===== src/rmhts_pkg.sv =====
// Shared types and codes for the ring motor homing and turn sequencer.
// No dependencies; all other files but rmhts_if import this package.
package rmhts_pkg;

    // event codes carried by the operation field
    typedef enum logic [2:0] {
        OP_STEP_DONE = 3'd0,
        OP_HOME      = 3'd1,
        OP_CALIBRATE = 3'd2,
        OP_TURN      = 3'd3,
        OP_HOUR_TICK = 3'd4,
        OP_RESET     = 3'd5
    } op_t;

    // status codes reported in each result word
    localparam logic [2:0] STATUS_IDLE  = 3'd0;
    localparam logic [2:0] STATUS_HOME  = 3'd1;
    localparam logic [2:0] STATUS_CAL   = 3'd2;
    localparam logic [2:0] STATUS_TURN  = 3'd3;
    localparam logic [2:0] STATUS_ERROR = 3'd4;

    // configuration register indexes
    localparam logic [2:0] REG_WORK_MODE      = 3'd0;
    localparam logic [2:0] REG_STEP_LIMIT     = 3'd1;
    localparam logic [2:0] REG_PAUSE_POSITION = 3'd2;
    localparam logic [2:0] REG_PAUSE_ONE_MS   = 3'd3;
    localparam logic [2:0] REG_PAUSE_TWO_MS   = 3'd4;
    localparam logic [2:0] REG_HOUR_BEGIN     = 3'd5;
    localparam logic [2:0] REG_HOUR_END       = 3'd6;

    localparam int unsigned CFG_INDEX_W = 3;
    localparam int unsigned CFG_DATA_W  = 16;

    // hour value that matches no real hour
    localparam logic [4:0] NO_HOUR = 5'd31;

    typedef enum logic [4:0] {
        S_IDLE  = 5'b00001,
        S_HOME  = 5'b00010,
        S_CAL   = 5'b00100,
        S_TURN  = 5'b01000,
        S_ERROR = 5'b10000
    } mode_t;

    typedef struct packed {
        logic        work_mode;
        logic [15:0] step_limit;
        logic [7:0]  pause_position;
        logic [15:0] pause_one_ms;
        logic [15:0] pause_two_ms;
        logic [4:0]  hour_begin;
        logic [4:0]  hour_end;
    } cfg_t;

    typedef struct packed {
        logic [2:0]  operation;
        logic        sensor_hit;
        logic [15:0] turn_count;
        logic [4:0]  clock_hour;
        logic [5:0]  clock_minute;
    } cmd_t;

    typedef struct packed {
        logic        step_request;
        logic [15:0] step_delay_ms;
        logic        motor_enable;
        logic        sensor_led;
        logic [2:0]  status;
        logic [15:0] steps_per_turn;
        logic [15:0] turns_left;
    } rsp_t;

endpackage


===== src/rmhts_if.sv =====
// Valid/ready channel interfaces for the sequencer's event and result words.
// Field widths follow the cmd_t and rsp_t structs of rmhts_pkg.
interface rmhts_cmd_if;
    logic        valid;
    logic        ready;
    logic [2:0]  operation;
    logic        sensor_hit;
    logic [15:0] turn_count;
    logic [4:0]  clock_hour;
    logic [5:0]  clock_minute;

    modport source (output valid, operation, sensor_hit, turn_count, clock_hour,
                    clock_minute, input ready);
    modport sink (input valid, operation, sensor_hit, turn_count, clock_hour,
                  clock_minute, output ready);
endinterface

interface rmhts_rsp_if;
    logic        valid;
    logic        ready;
    logic        step_request;
    logic [15:0] step_delay_ms;
    logic        motor_enable;
    logic        sensor_led;
    logic [2:0]  status;
    logic [15:0] steps_per_turn;
    logic [15:0] turns_left;

    modport source (output valid, step_request, step_delay_ms, motor_enable, sensor_led,
                    status, steps_per_turn, turns_left, input ready);
    modport sink (input valid, step_request, step_delay_ms, motor_enable, sensor_led,
                  status, steps_per_turn, turns_left, output ready);
endinterface


===== src/rmhts_cfg_regs.sv =====
// Configuration register bank of the sequencer, written through a plain write port.
// Depends on rmhts_pkg for the register indexes and the cfg_t struct.
module rmhts_cfg_regs
(
    input  logic                                    clk,
    input  logic                                    rst_n,
    input  logic                                    wr_en,
    input  logic [rmhts_pkg::CFG_INDEX_W-1:0]       wr_index,
    input  logic [rmhts_pkg::CFG_DATA_W-1:0]        wr_data,
    output rmhts_pkg::cfg_t                         cfg
);
    import rmhts_pkg::*;

    cfg_t cfg_reg;
    cfg_t cfg_next;

    always_comb
    begin
        cfg_next = cfg_reg;
        if (wr_en)
        begin
            unique case (wr_index)
                REG_WORK_MODE:      cfg_next.work_mode      = wr_data[0];
                REG_STEP_LIMIT:     cfg_next.step_limit     = wr_data;
                REG_PAUSE_POSITION: cfg_next.pause_position = wr_data[7:0];
                REG_PAUSE_ONE_MS:   cfg_next.pause_one_ms   = wr_data;
                REG_PAUSE_TWO_MS:   cfg_next.pause_two_ms   = wr_data;
                REG_HOUR_BEGIN:     cfg_next.hour_begin     = wr_data[4:0];
                REG_HOUR_END:       cfg_next.hour_end       = wr_data[4:0];
                default:            cfg_next = cfg_reg;
            endcase
        end
    end

    always_ff @(posedge clk or negedge rst_n)
    begin
        if (!rst_n)
        begin
            cfg_reg.work_mode      <= 1'b0;
            cfg_reg.step_limit     <= 16'd500;
            cfg_reg.pause_position <= 8'd0;
            cfg_reg.pause_one_ms   <= 16'd1000;
            cfg_reg.pause_two_ms   <= 16'd2000;
            cfg_reg.hour_begin     <= 5'd8;
            cfg_reg.hour_end       <= 5'd22;
        end
        else
        begin
            cfg_reg <= cfg_next;
        end
    end

    assign cfg = cfg_reg;

endmodule


===== src/rmhts_core.sv =====
// Sequencer state and the single-pass next-state logic for one event word.
// Depends on rmhts_pkg for op codes, state encoding and the cmd/rsp/cfg structs.
module rmhts_core
#(
    parameter int unsigned MIN_STEP_GAP     = 50,
    parameter int unsigned HOURS_PER_CIRCLE = 12,
    parameter int unsigned COUNT_BITS       = 16
)
(
    input  logic              clk,
    input  logic              rst_n,
    input  logic              ev_valid,
    input  rmhts_pkg::cmd_t   ev,
    input  rmhts_pkg::cfg_t   cfg,
    output rmhts_pkg::rsp_t   rsp
);
    import rmhts_pkg::*;

    localparam int unsigned WIDE_W = COUNT_BITS + 16;
    localparam logic [WIDE_W-1:0] GAP_WIDE = WIDE_W'(MIN_STEP_GAP);

    // hour modulo the circle, by counting up at elaboration
    function automatic logic [4:0] hour_mod(input int unsigned h);
        int unsigned r;
        r = 0;
        for (int unsigned i = 0; i < h; i++)
        begin
            r = r + 1;
            if (r == HOURS_PER_CIRCLE)
            begin
                r = 0;
            end
        end
        return 5'(r);
    endfunction

    logic [4:0] hour_tbl [32];
    for (genvar g = 0; g < 32; g++)
    begin : g_hour_tbl
        assign hour_tbl[g] = hour_mod(g);
    end

    mode_t                 mode_reg,  mode_next;
    logic [COUNT_BITS-1:0] cnt_reg,   cnt_next;
    logic [COUNT_BITS-1:0] pend_reg,  pend_next;
    logic [COUNT_BITS-1:0] meas_reg,  meas_next;
    logic [4:0]            last_reg,  last_next;
    logic                  en_reg,    en_next;
    logic                  led_reg,   led_next;

    logic                  req;
    logic [15:0]           dly;

    logic [COUNT_BITS-1:0] cnt_inc;
    logic [WIDE_W-1:0]     cnt_wide, inc_wide, lim_wide, pos_wide, turn_wide;
    logic [WIDE_W-1:0]     meas_out, pend_out;
    logic [COUNT_BITS-1:0] turn_load, hour_load;
    logic                  hit_gap, in_window;

    assign cnt_inc   = (cnt_reg == '1) ? cnt_reg : cnt_reg + COUNT_BITS'(1);
    assign cnt_wide  = {{16{1'b0}}, cnt_reg};
    assign inc_wide  = {{16{1'b0}}, cnt_inc};
    assign lim_wide  = {{COUNT_BITS{1'b0}}, cfg.step_limit};
    assign pos_wide  = {{(WIDE_W-8){1'b0}}, cfg.pause_position};
    assign turn_wide = {{COUNT_BITS{1'b0}}, ev.turn_count};
    assign turn_load = turn_wide[COUNT_BITS-1:0];
    assign hour_load = {{(COUNT_BITS-5){1'b0}}, hour_tbl[ev.clock_hour]};
    assign hit_gap   = ev.sensor_hit && (cnt_wide > GAP_WIDE);
    assign in_window = (ev.clock_hour >= cfg.hour_begin) && (ev.clock_hour <= cfg.hour_end);

    always_comb
    begin
        mode_next = mode_reg;
        cnt_next  = cnt_reg;
        pend_next = pend_reg;
        meas_next = meas_reg;
        last_next = last_reg;
        en_next   = en_reg;
        led_next  = led_reg;
        req       = 1'b0;
        dly       = 16'd0;

        if (ev_valid)
        begin
            unique case (ev.operation)
                OP_STEP_DONE:
                begin
                    unique case (mode_reg)
                        S_HOME:
                        begin
                            if (cnt_wide > lim_wide)
                            begin
                                mode_next = S_ERROR;
                                en_next   = 1'b0;
                                led_next  = 1'b0;
                                cnt_next  = '0;
                            end
                            else if (ev.sensor_hit)
                            begin
                                // homed; chain calibration when work mode lacks it
                                if (cfg.work_mode && meas_reg == '0)
                                begin
                                    mode_next = S_CAL;
                                    en_next   = 1'b1;
                                    led_next  = 1'b1;
                                    req       = 1'b1;
                                end
                                else
                                begin
                                    mode_next = S_IDLE;
                                    en_next   = 1'b0;
                                    led_next  = 1'b0;
                                end
                                cnt_next = '0;
                            end
                            else
                            begin
                                cnt_next = cnt_inc;
                                req      = 1'b1;
                            end
                        end
                        S_CAL:
                        begin
                            if (cnt_wide >= lim_wide)
                            begin
                                mode_next = S_ERROR;
                                en_next   = 1'b0;
                                led_next  = 1'b0;
                                cnt_next  = '0;
                            end
                            else if (hit_gap)
                            begin
                                meas_next = cnt_reg;
                                mode_next = S_IDLE;
                                en_next   = 1'b0;
                                led_next  = 1'b0;
                                cnt_next  = '0;
                            end
                            else
                            begin
                                cnt_next = cnt_inc;
                                req      = 1'b1;
                            end
                        end
                        S_TURN:
                        begin
                            if (hit_gap)
                            begin
                                // revolution done: start the next one right away if turns remain, else go idle
                                cnt_next = '0;
                                if (pend_reg != '0)
                                begin
                                    pend_next = pend_reg - COUNT_BITS'(1);
                                    req       = 1'b1;
                                    dly       = cfg.pause_two_ms;
                                end
                                else
                                begin
                                    mode_next = S_IDLE;
                                    en_next   = 1'b0;
                                    led_next  = 1'b0;
                                end
                            end
                            else if (cnt_wide > lim_wide)
                            begin
                                mode_next = S_ERROR;
                                en_next   = 1'b0;
                                led_next  = 1'b0;
                                cnt_next  = '0;
                            end
                            else
                            begin
                                cnt_next = cnt_inc;
                                req      = 1'b1;
                                dly      = (inc_wide == pos_wide) ? cfg.pause_one_ms : 16'd0;
                            end
                        end
                        default:
                        begin
                            mode_next = mode_reg;
                        end
                    endcase
                end
                OP_HOME:
                begin
                    cnt_next = '0;
                    if (!ev.sensor_hit)
                    begin
                        mode_next = S_HOME;
                        en_next   = 1'b1;
                        led_next  = 1'b1;
                        req       = 1'b1;
                    end
                    else if (cfg.work_mode && meas_reg == '0)
                    begin
                        mode_next = S_CAL;
                        en_next   = 1'b1;
                        led_next  = 1'b1;
                        req       = 1'b1;
                    end
                    else
                    begin
                        mode_next = S_IDLE;
                        en_next   = 1'b0;
                        led_next  = 1'b0;
                    end
                end
                OP_CALIBRATE:
                begin
                    mode_next = S_CAL;
                    en_next   = 1'b1;
                    led_next  = 1'b1;
                    cnt_next  = '0;
                    req       = 1'b1;
                end
                OP_TURN:
                begin
                    if (!cfg.work_mode && pend_reg == '0 && ev.turn_count != 16'd0)
                    begin
                        // a busy sequencer only stores the count
                        if (mode_reg == S_IDLE && turn_load != '0)
                        begin
                            pend_next = turn_load - COUNT_BITS'(1);
                            mode_next = S_TURN;
                            en_next   = 1'b1;
                            led_next  = 1'b1;
                            cnt_next  = '0;
                            req       = 1'b1;
                        end
                        else
                        begin
                            pend_next = turn_load;
                        end
                    end
                end
                OP_HOUR_TICK:
                begin
                    if (cfg.work_mode && mode_reg == S_IDLE && in_window
                        && last_reg != ev.clock_hour && ev.clock_minute == 6'd0)
                    begin
                        last_next = ev.clock_hour;
                        if (hour_load != '0)
                        begin
                            pend_next = hour_load - COUNT_BITS'(1);
                            mode_next = S_TURN;
                            en_next   = 1'b1;
                            led_next  = 1'b1;
                            cnt_next  = '0;
                            req       = 1'b1;
                        end
                        else
                        begin
                            pend_next = '0;
                        end
                    end
                end
                OP_RESET:
                begin
                    // driver enable and emitter keep their levels
                    cnt_next  = '0;
                    pend_next = '0;
                    mode_next = S_IDLE;
                end
                default:
                begin
                    mode_next = mode_reg;
                end
            endcase
        end
    end

    always_ff @(posedge clk or negedge rst_n)
    begin
        if (!rst_n)
        begin
            mode_reg <= S_IDLE;
            cnt_reg  <= '0;
            pend_reg <= '0;
            meas_reg <= '0;
            last_reg <= NO_HOUR;
            en_reg   <= 1'b0;
            led_reg  <= 1'b0;
        end
        else
        begin
            mode_reg <= mode_next;
            cnt_reg  <= cnt_next;
            pend_reg <= pend_next;
            meas_reg <= meas_next;
            last_reg <= last_next;
            en_reg   <= en_next;
            led_reg  <= led_next;
        end
    end

    assign meas_out = {{16{1'b0}}, meas_next};
    assign pend_out = {{16{1'b0}}, pend_next};

    always_comb
    begin
        rsp.step_request   = req;
        rsp.step_delay_ms  = dly;
        rsp.motor_enable   = en_next;
        rsp.sensor_led     = led_next;
        rsp.steps_per_turn = meas_out[15:0];
        rsp.turns_left     = pend_out[15:0];
        unique case (mode_next)
            S_IDLE:  rsp.status = STATUS_IDLE;
            S_HOME:  rsp.status = STATUS_HOME;
            S_CAL:   rsp.status = STATUS_CAL;
            S_TURN:  rsp.status = STATUS_TURN;
            S_ERROR: rsp.status = STATUS_ERROR;
            default: rsp.status = STATUS_IDLE;
        endcase
    end

`ifndef ASSERT_OFF
    // driver enable and emitter always switch together
    a_en_led_tied: assert property (@(posedge clk) disable iff (!rst_n)
        en_reg == led_reg)
        else $error("motor enable and sensor led disagree");

    // a requested step leaves a sequence running with the driver on
    a_req_busy: assert property (@(posedge clk) disable iff (!rst_n)
        ev_valid && req |=>
            (mode_reg == S_HOME || mode_reg == S_CAL || mode_reg == S_TURN) && en_reg)
        else $error("step requested without a running sequence");

    // reset event clears the sequence state
    a_reset_event: assert property (@(posedge clk) disable iff (!rst_n)
        ev_valid && ev.operation == OP_RESET |=>
            mode_reg == S_IDLE && cnt_reg == '0 && pend_reg == '0)
        else $error("reset event left sequence state behind");
`endif

endmodule


===== src/ring_motor_homing_turn_sequencer.sv =====
// Ring motor homing and turn sequencer: event input register, sequencing
// core, configuration bank and result register. Uses rmhts_pkg and rmhts_if.
//
// One event word is accepted per clock unless the result side stalls, and
// each yields exactly one result word, held first in the input register and
// then in the result register. The core's single-pass next-state logic sits
// between those two registers and updates the sequencer state on the same
// edge that captures the result. A stalled result holds the input register;
// cmd.ready stays high while the input register is empty or the result
// register is empty or being taken. Configuration writes land directly in
// the register bank and are meant to happen only while no event is in flight.
module ring_motor_homing_turn_sequencer
#(
    parameter int unsigned MIN_STEP_GAP     = 50,
    parameter int unsigned HOURS_PER_CIRCLE = 12,
    parameter int unsigned COUNT_BITS       = 16
)
(
    input  logic                                clk,
    input  logic                                rst_n,
    rmhts_cmd_if.sink                           cmd,
    rmhts_rsp_if.source                         rsp,
    input  logic                                wr_en,
    input  logic [rmhts_pkg::CFG_INDEX_W-1:0]   wr_index,
    input  logic [rmhts_pkg::CFG_DATA_W-1:0]    wr_data
);
    import rmhts_pkg::*;

    cfg_t cfg;
    cmd_t cmd_word;
    cmd_t cmd_reg;
    rsp_t core_rsp;
    rsp_t rsp_reg;
    logic in_valid_reg,  in_valid_next;
    logic out_valid_reg, out_valid_next;
    logic advance;
    logic take_cmd;

    assign advance  = !out_valid_reg || rsp.ready;
    assign cmd.ready = !in_valid_reg || advance;
    assign take_cmd = cmd.valid && cmd.ready;

    assign cmd_word.operation    = cmd.operation;
    assign cmd_word.sensor_hit   = cmd.sensor_hit;
    assign cmd_word.turn_count   = cmd.turn_count;
    assign cmd_word.clock_hour   = cmd.clock_hour;
    assign cmd_word.clock_minute = cmd.clock_minute;

    always_comb
    begin
        in_valid_next = in_valid_reg;
        if (take_cmd)
        begin
            in_valid_next = 1'b1;
        end
        else if (advance)
        begin
            in_valid_next = 1'b0;
        end

        out_valid_next = out_valid_reg;
        if (advance)
        begin
            out_valid_next = in_valid_reg;
        end
    end

    always_ff @(posedge clk or negedge rst_n)
    begin
        if (!rst_n)
        begin
            in_valid_reg  <= 1'b0;
            out_valid_reg <= 1'b0;
        end
        else
        begin
            in_valid_reg  <= in_valid_next;
            out_valid_reg <= out_valid_next;
        end
    end

    always_ff @(posedge clk)
    begin
        if (take_cmd)
        begin
            cmd_reg <= cmd_word;
        end
        if (advance && in_valid_reg)
        begin
            rsp_reg <= core_rsp;
        end
    end

    rmhts_cfg_regs u_cfg
    (
        .clk      (clk),
        .rst_n    (rst_n),
        .wr_en    (wr_en),
        .wr_index (wr_index),
        .wr_data  (wr_data),
        .cfg      (cfg)
    );

    rmhts_core
    #(
        .MIN_STEP_GAP     (MIN_STEP_GAP),
        .HOURS_PER_CIRCLE (HOURS_PER_CIRCLE),
        .COUNT_BITS       (COUNT_BITS)
    )
    u_core
    (
        .clk      (clk),
        .rst_n    (rst_n),
        .ev_valid (advance && in_valid_reg),
        .ev       (cmd_reg),
        .cfg      (cfg),
        .rsp      (core_rsp)
    );

    assign rsp.valid          = out_valid_reg;
    assign rsp.step_request   = rsp_reg.step_request;
    assign rsp.step_delay_ms  = rsp_reg.step_delay_ms;
    assign rsp.motor_enable   = rsp_reg.motor_enable;
    assign rsp.sensor_led     = rsp_reg.sensor_led;
    assign rsp.status         = rsp_reg.status;
    assign rsp.steps_per_turn = rsp_reg.steps_per_turn;
    assign rsp.turns_left     = rsp_reg.turns_left;

`ifndef ASSERT_OFF
    // a delay only ever rides on a requested step
    a_delay_with_step: assert property (@(posedge clk) disable iff (!rst_n)
        out_valid_reg && rsp_reg.step_delay_ms != 16'd0 |-> rsp_reg.step_request)
        else $error("step delay without step request");

    // a stalled result word keeps the input register occupied and frozen
    a_stall_holds_input: assert property (@(posedge clk) disable iff (!rst_n)
        out_valid_reg && !rsp.ready && in_valid_reg |=> in_valid_reg && $stable(cmd_reg))
        else $error("input word lost during result stall");

    // every processed word produces a result word on the next edge
    a_word_out: assert property (@(posedge clk) disable iff (!rst_n)
        advance && in_valid_reg |=> out_valid_reg)
        else $error("processed word did not reach the result register");
`endif

endmodule


===== src/flat_wrapper.sv =====
// flat-port wrapper written by rule: the top's interface ports become plain ports
module ring_motor_homing_turn_sequencer_flat import rmhts_pkg::*;
#(
    parameter int unsigned MIN_STEP_GAP     = 50,
    parameter int unsigned HOURS_PER_CIRCLE = 12,
    parameter int unsigned COUNT_BITS       = 16
)
  (clk, rst_n, wr_en, wr_index, wr_data, cmd_valid, cmd_operation, cmd_sensor_hit, cmd_turn_count, cmd_clock_hour, cmd_clock_minute, cmd_ready, rsp_valid, rsp_step_request, rsp_step_delay_ms, rsp_motor_enable, rsp_sensor_led, rsp_status, rsp_steps_per_turn, rsp_turns_left, rsp_ready);
  rmhts_cmd_if cmd_i ();
  rmhts_rsp_if rsp_i ();
  input  logic clk;
  input  logic rst_n;
  input  logic wr_en;
  input  logic [rmhts_pkg::CFG_INDEX_W-1:0] wr_index;
  input  logic [rmhts_pkg::CFG_DATA_W-1:0] wr_data;
  input wire logic [$bits(cmd_i.valid)-1:0] cmd_valid;
  input wire logic [$bits(cmd_i.operation)-1:0] cmd_operation;
  input wire logic [$bits(cmd_i.sensor_hit)-1:0] cmd_sensor_hit;
  input wire logic [$bits(cmd_i.turn_count)-1:0] cmd_turn_count;
  input wire logic [$bits(cmd_i.clock_hour)-1:0] cmd_clock_hour;
  input wire logic [$bits(cmd_i.clock_minute)-1:0] cmd_clock_minute;
  output wire logic [$bits(cmd_i.ready)-1:0] cmd_ready;
  output wire logic [$bits(rsp_i.valid)-1:0] rsp_valid;
  output wire logic [$bits(rsp_i.step_request)-1:0] rsp_step_request;
  output wire logic [$bits(rsp_i.step_delay_ms)-1:0] rsp_step_delay_ms;
  output wire logic [$bits(rsp_i.motor_enable)-1:0] rsp_motor_enable;
  output wire logic [$bits(rsp_i.sensor_led)-1:0] rsp_sensor_led;
  output wire logic [$bits(rsp_i.status)-1:0] rsp_status;
  output wire logic [$bits(rsp_i.steps_per_turn)-1:0] rsp_steps_per_turn;
  output wire logic [$bits(rsp_i.turns_left)-1:0] rsp_turns_left;
  input wire logic [$bits(rsp_i.ready)-1:0] rsp_ready;
  assign cmd_i.valid = cmd_valid;
  assign cmd_i.operation = cmd_operation;
  assign cmd_i.sensor_hit = cmd_sensor_hit;
  assign cmd_i.turn_count = cmd_turn_count;
  assign cmd_i.clock_hour = cmd_clock_hour;
  assign cmd_i.clock_minute = cmd_clock_minute;
  assign cmd_ready = cmd_i.ready;
  assign rsp_valid = rsp_i.valid;
  assign rsp_step_request = rsp_i.step_request;
  assign rsp_step_delay_ms = rsp_i.step_delay_ms;
  assign rsp_motor_enable = rsp_i.motor_enable;
  assign rsp_sensor_led = rsp_i.sensor_led;
  assign rsp_status = rsp_i.status;
  assign rsp_steps_per_turn = rsp_i.steps_per_turn;
  assign rsp_turns_left = rsp_i.turns_left;
  assign rsp_i.ready = rsp_ready;
  ring_motor_homing_turn_sequencer #(.MIN_STEP_GAP(MIN_STEP_GAP), .HOURS_PER_CIRCLE(HOURS_PER_CIRCLE), .COUNT_BITS(COUNT_BITS)) u_core (.clk(clk), .rst_n(rst_n), .cmd(cmd_i), .rsp(rsp_i), .wr_en(wr_en), .wr_index(wr_index), .wr_data(wr_data));
endmodule

===== config.mk =====
export PLATFORM = sky130hd
export DESIGN_NAME = ring_motor_homing_turn_sequencer_flat
export DESIGN_NICKNAME = d
export VERILOG_FILES = /design/src/rmhts_pkg.sv /design/src/rmhts_if.sv /design/src/rmhts_cfg_regs.sv /design/src/rmhts_core.sv /design/src/ring_motor_homing_turn_sequencer.sv /design/src/flat_wrapper.sv
export SDC_FILE = /design/constraint.sdc
export NUM_CORES = 1
export LEC_CHECK = 0
export BUFFER_PORTS_ARGS = -buffer_cell sky130_fd_sc_hd__buf_2
export CORE_UTILIZATION = 30
export DETAILED_ROUTE_END_ITERATION = 8
export GPL_TIMING_DRIVEN = 0
export PLACE_DENSITY_LB_ADDON = 0.2
export REMOVE_ABC_BUFFERS = 1
export SLEW_MARGIN = 20
export SYNTH_ARGS = -nofsm -noshare
export SYNTH_HDL_FRONTEND = slang
export SYNTH_SLANG_ARGS = --single-unit

===== constraint.sdc =====
create_clock -name clk -period 3.53 [get_ports clk]
set_input_delay 1.059 -clock clk [delete_from_list [all_inputs] [get_ports clk]]
set_output_delay 1.059 -clock clk [all_outputs]
set_load 0.02 [all_outputs]

==> impl_metrics.ini <==
[sta]
least_margin_pin_slew_ns = 0.991
maxClockFrequency_mhz = 291
min_period_over_period = 0.973
timing.setup.tns_ns = 0
fin_worst_skew_ns = 0.0229
worst_slew_margin = 0.336
final.hold.worst_slack_ns = 0.464
setup_viol_count_final = 0
final_max_slew_viol_count = 0
final_period_minus_worst_setup_slack_ns = 3.43
finalHoldViolCount = 0
unrepaired_setup_endpoints_after_global_routing = yes
worst_slack_ns = 0.0953

[synth]
predominant_post_synthesis_flop_cell = dfrtp_1
post_synth_instance_area_mm2 = 0.0106
seq_area_frac_synth = 0.550
synthArstFlopShare = 0.603
synthCells = 943
synth_cell_types = 68
ys_warn_count = 0
average_instance_area_after_synthesis_um2 = 11.2
synth-edff-count = 85
ys_ff_latch = 214

[die]
i_o_pins = 111
fp-row-count = 68
die_area_mm2 = 0.0360
floorplan.initialDensity = 0.305
die_y_um = 190
die_x_um = 190
design.core.area_mm2 = 0.0346

[global_routing]
grt_pass1_vias = 7697
grt_pass1_wl_mm = 43.2
globalRouteTotalUtil = 0.152
grt_max_degree = 74
grt_remaining_overflow = 0
antenna_found_initial = 0

[pwr]
power.share.switching = 0.288
power_density_mw_per_mm2 = 554
power_report.internal_total_mw = 5.12
power.net_switching_mw = 2.07
power.share.combinational = 0.194
finalPower_mw = 7.19
ir_worst_vdd_mv = 0.299
power.share.clock = 0.365
sequential_fraction_of_design_power = 0.441
power.static_leakage_nw = 5.37

[clocking]
cts_num_sinks = 214
ctsRootBufferMaster = clkbuf_16
latest_clock_arrival_within_the_worst_skew_pair_ns = 0.53
worst_setup_hold_path_clk_slew_ns = 0.06
cts_tree = yes
ctsLongestPathBuffers = 3
cts.htree.levels = 1
cts_made_buffers = 25

[route]
route.detailed.vias_per_inst = 5.03
firstDrtPassIters = 4
routed_wl_mm = 27.2
drtIter0Drc = 432
drc_errors = 0
ant_nets = 0
route.detailed.wl_per_inst_um = 17.5
num_vias = 7817

[layout]
syn2layout_area_growth_pct = 22.9
most_frequent_cells_in_the_layout = 111 x buf_2, 92 x dfrtp_1, 85 x edfxtp_1
finalInstanceArea_mm2 = 0.0130
drive_above_1_share = 0.312
net_count_final = 1168
largest_register_ffs = 67
fillers = 3407
antenna-diode-count = 0
area_of_the_multi_input_gates_mm2 = 0.00473
layout.cells.most_common = buf_2
seqCellArea_mm2 = 0.00583

[hold_path]
worstHoldPathType = in -> async

[setup_path]
worst_path_largest_cell_delay_ns = 0.47
critical_path_cell_by_cell = ha_4 -> nand4_1 -> nor4_4 -> a21bo_2 -> a31oi_4 -> nor2_4 -> or3b_4 -> a22oi_2 -> buf_4 -> xnor2_1 -> nor4_2
worstPathMaxFanout = 7
start_kind = flop
critical_path_class = reg -> reg
worstPathArrival_ns = 3.75
critPathSlowestCell = dfrtp_2
critical_path_required_ns = 3.84
critPathCaptureType = flop

[place]
dpl_worst_slack_ns = -0.638
buffer_ports.inserted = 110
dpl-instance-area_mm2 = 0.0117
dp_hpwl_mm = 19.2
place.gp.congestion = 0.844

[outcome]
outcome = finished, final reports clean

[run]
cap_viol_max_count = 0
## critical path: cells and delay by family, from the launching register on
family / cells / cell delay, ns
buffers and inverters: 1 / 0.15
xor gates and xnor gates: 1 / 0.07
DFF: 1 / 0.47
adders and majority gates: 1 / 0.29
and+or+nand+nor: 5 / 1.40
AOI/OAI and AO/OA: 3 / 0.82
## stage by stage
stage,util,std cells
after detailed placement,0.339,1486
final,0.375,1555
after floorplan,-,910
after CTS,0.365,1532
after global routing,0.375,1555
after global placement,0.334,1475
## power by group through the flow
stage | registers [mW] | clock network [mW] | logic, mW
2_1_floorplan | 3.23 | 0 | 0.836
3_3_place_gp | 3.21 | 0 | 1.27
3_5_place_dp | 3.21 | 0 | 1.30
4_1_cts | 3.17 | 2.74 | 1.32
5_1_grt | 3.22 | 2.81 | 1.55
6_report | 3.17 | 2.63 | 1.39
## cells in the mapped netlist (3+ instances only)
master / number / area (um^2)
a22oi_1: 3 / 22.5
nand4_1: 12 / 75.1
o31ai_1: 9 / 67.6
or3_1: 4 / 25.0
nor2_1: 69 / 259
mux2i_1: 3 / 30.0
xnor2_1: 19 / 166
nand2b_1: 15 / 93.8
a31oi_1: 8 / 50.1
edfxtp_1: 85 / 2550
o21ai_0: 58 / 290
a22o_1: 20 / 175
o22ai_1: 4 / 25.0
dfrtp_1: 101 / 2530
nor2b_1: 10 / 62.6
dfstp_2: 28 / 736
or4_1: 8 / 60.1
and2_1: 7 / 43.8
o41ai_1: 3 / 26.3
nand3b_1: 6 / 45.0
ha_1: 32 / 400
o21ai_1: 6 / 30.0
a21oi_1: 50 / 250
nor4_1: 18 / 113
nor4b_2: 3 / 45.0
a21o_1: 6 / 45.0
xor2_1: 17 / 149
o31a_1: 3 / 26.3
and3_1: 10 / 62.6
nor3_1: 33 / 165
inv_1: 44 / 165
buf_2: 5 / 25.0
nand4b_1: 3 / 26.3
mux2_2: 73 / 822
nand3_1: 34 / 170
nand2_1: 63 / 236
clkbuf_1: 27 / 101
## layout make-up
class / instances / area share
well taps: 455 / 0.0438
flip-flops and latches: 214 / 0.448
repair buffers: 144 / 0.0658
clock buffers: 37 / 0.0547
clock inverters: 9 / 0.00973
inverters: 46 / 0.0137
multi-input cells: 650 / 0.364
## cell families (layout without fill, tap and decap cells)
group / Yosys count / after routing / synth area share
AO/OA/AOI/OAI: 193 / 193 / 0.116
flip-flops: 214 / 214 / 0.550
buffers and inverters: 79 / 236 / 0.0294
XOR/XNOR: 36 / 36 / 0.0298
multiplexers: 76 / 76 / 0.0806
adder cells (fa/ha/maj): 32 / 32 / 0.0379
AND/OR/NAND/NOR: 313 / 313 / 0.156
## worst paths after layout
| kind | from | to | slack (ns) | cells past startpoint |
|---|---|---|---|---|
| worst max register to register | u_core.u_core.cnt_reg[14] | u_core.rsp.status[0] | 0.1 | 11 |
| max in group asynchronous | rst_n | u_core.u_core.mode_reg[0] | 2.33 | 2 |
| min in group clk | u_core.u_cfg.cfg[25] | u_core.u_cfg.cfg[25] | 0.51 | 1 |
| worst min-delay path | rst_n | u_core.u_cfg.cfg[41] | 0.46 | 1 |
| worst max-delay path | u_core.u_core.cnt_reg[14] | u_core.rsp.status[0] | 0.1 | 11 |
| worst min register to register | u_core.u_cfg.cfg[25] | u_core.u_cfg.cfg[25] | 0.51 | 1 |
## what timing repair did
| item | in CTS | in global routing |
|---|---|---|
| resized for setup | 17 | 34 |
| setup endpoints to repair | 78 | 60 |
| pin swaps | 1 | 10 |
| hold buffers | 0 | 0 |
| buffers inserted | 0 | 23 |
## layer usage
| metal | global-route usage | part of all wire |
|---|---|---|
| met1 | 0.223 | 0.49 |
| met2 | 0.229 | 0.43 |
| met3 | 0.0258 | 0.057 |
| met4 | 0.0409 | 0.021 |
| met5 | 0 | 0 |
(Power assumes the default switching activity.)
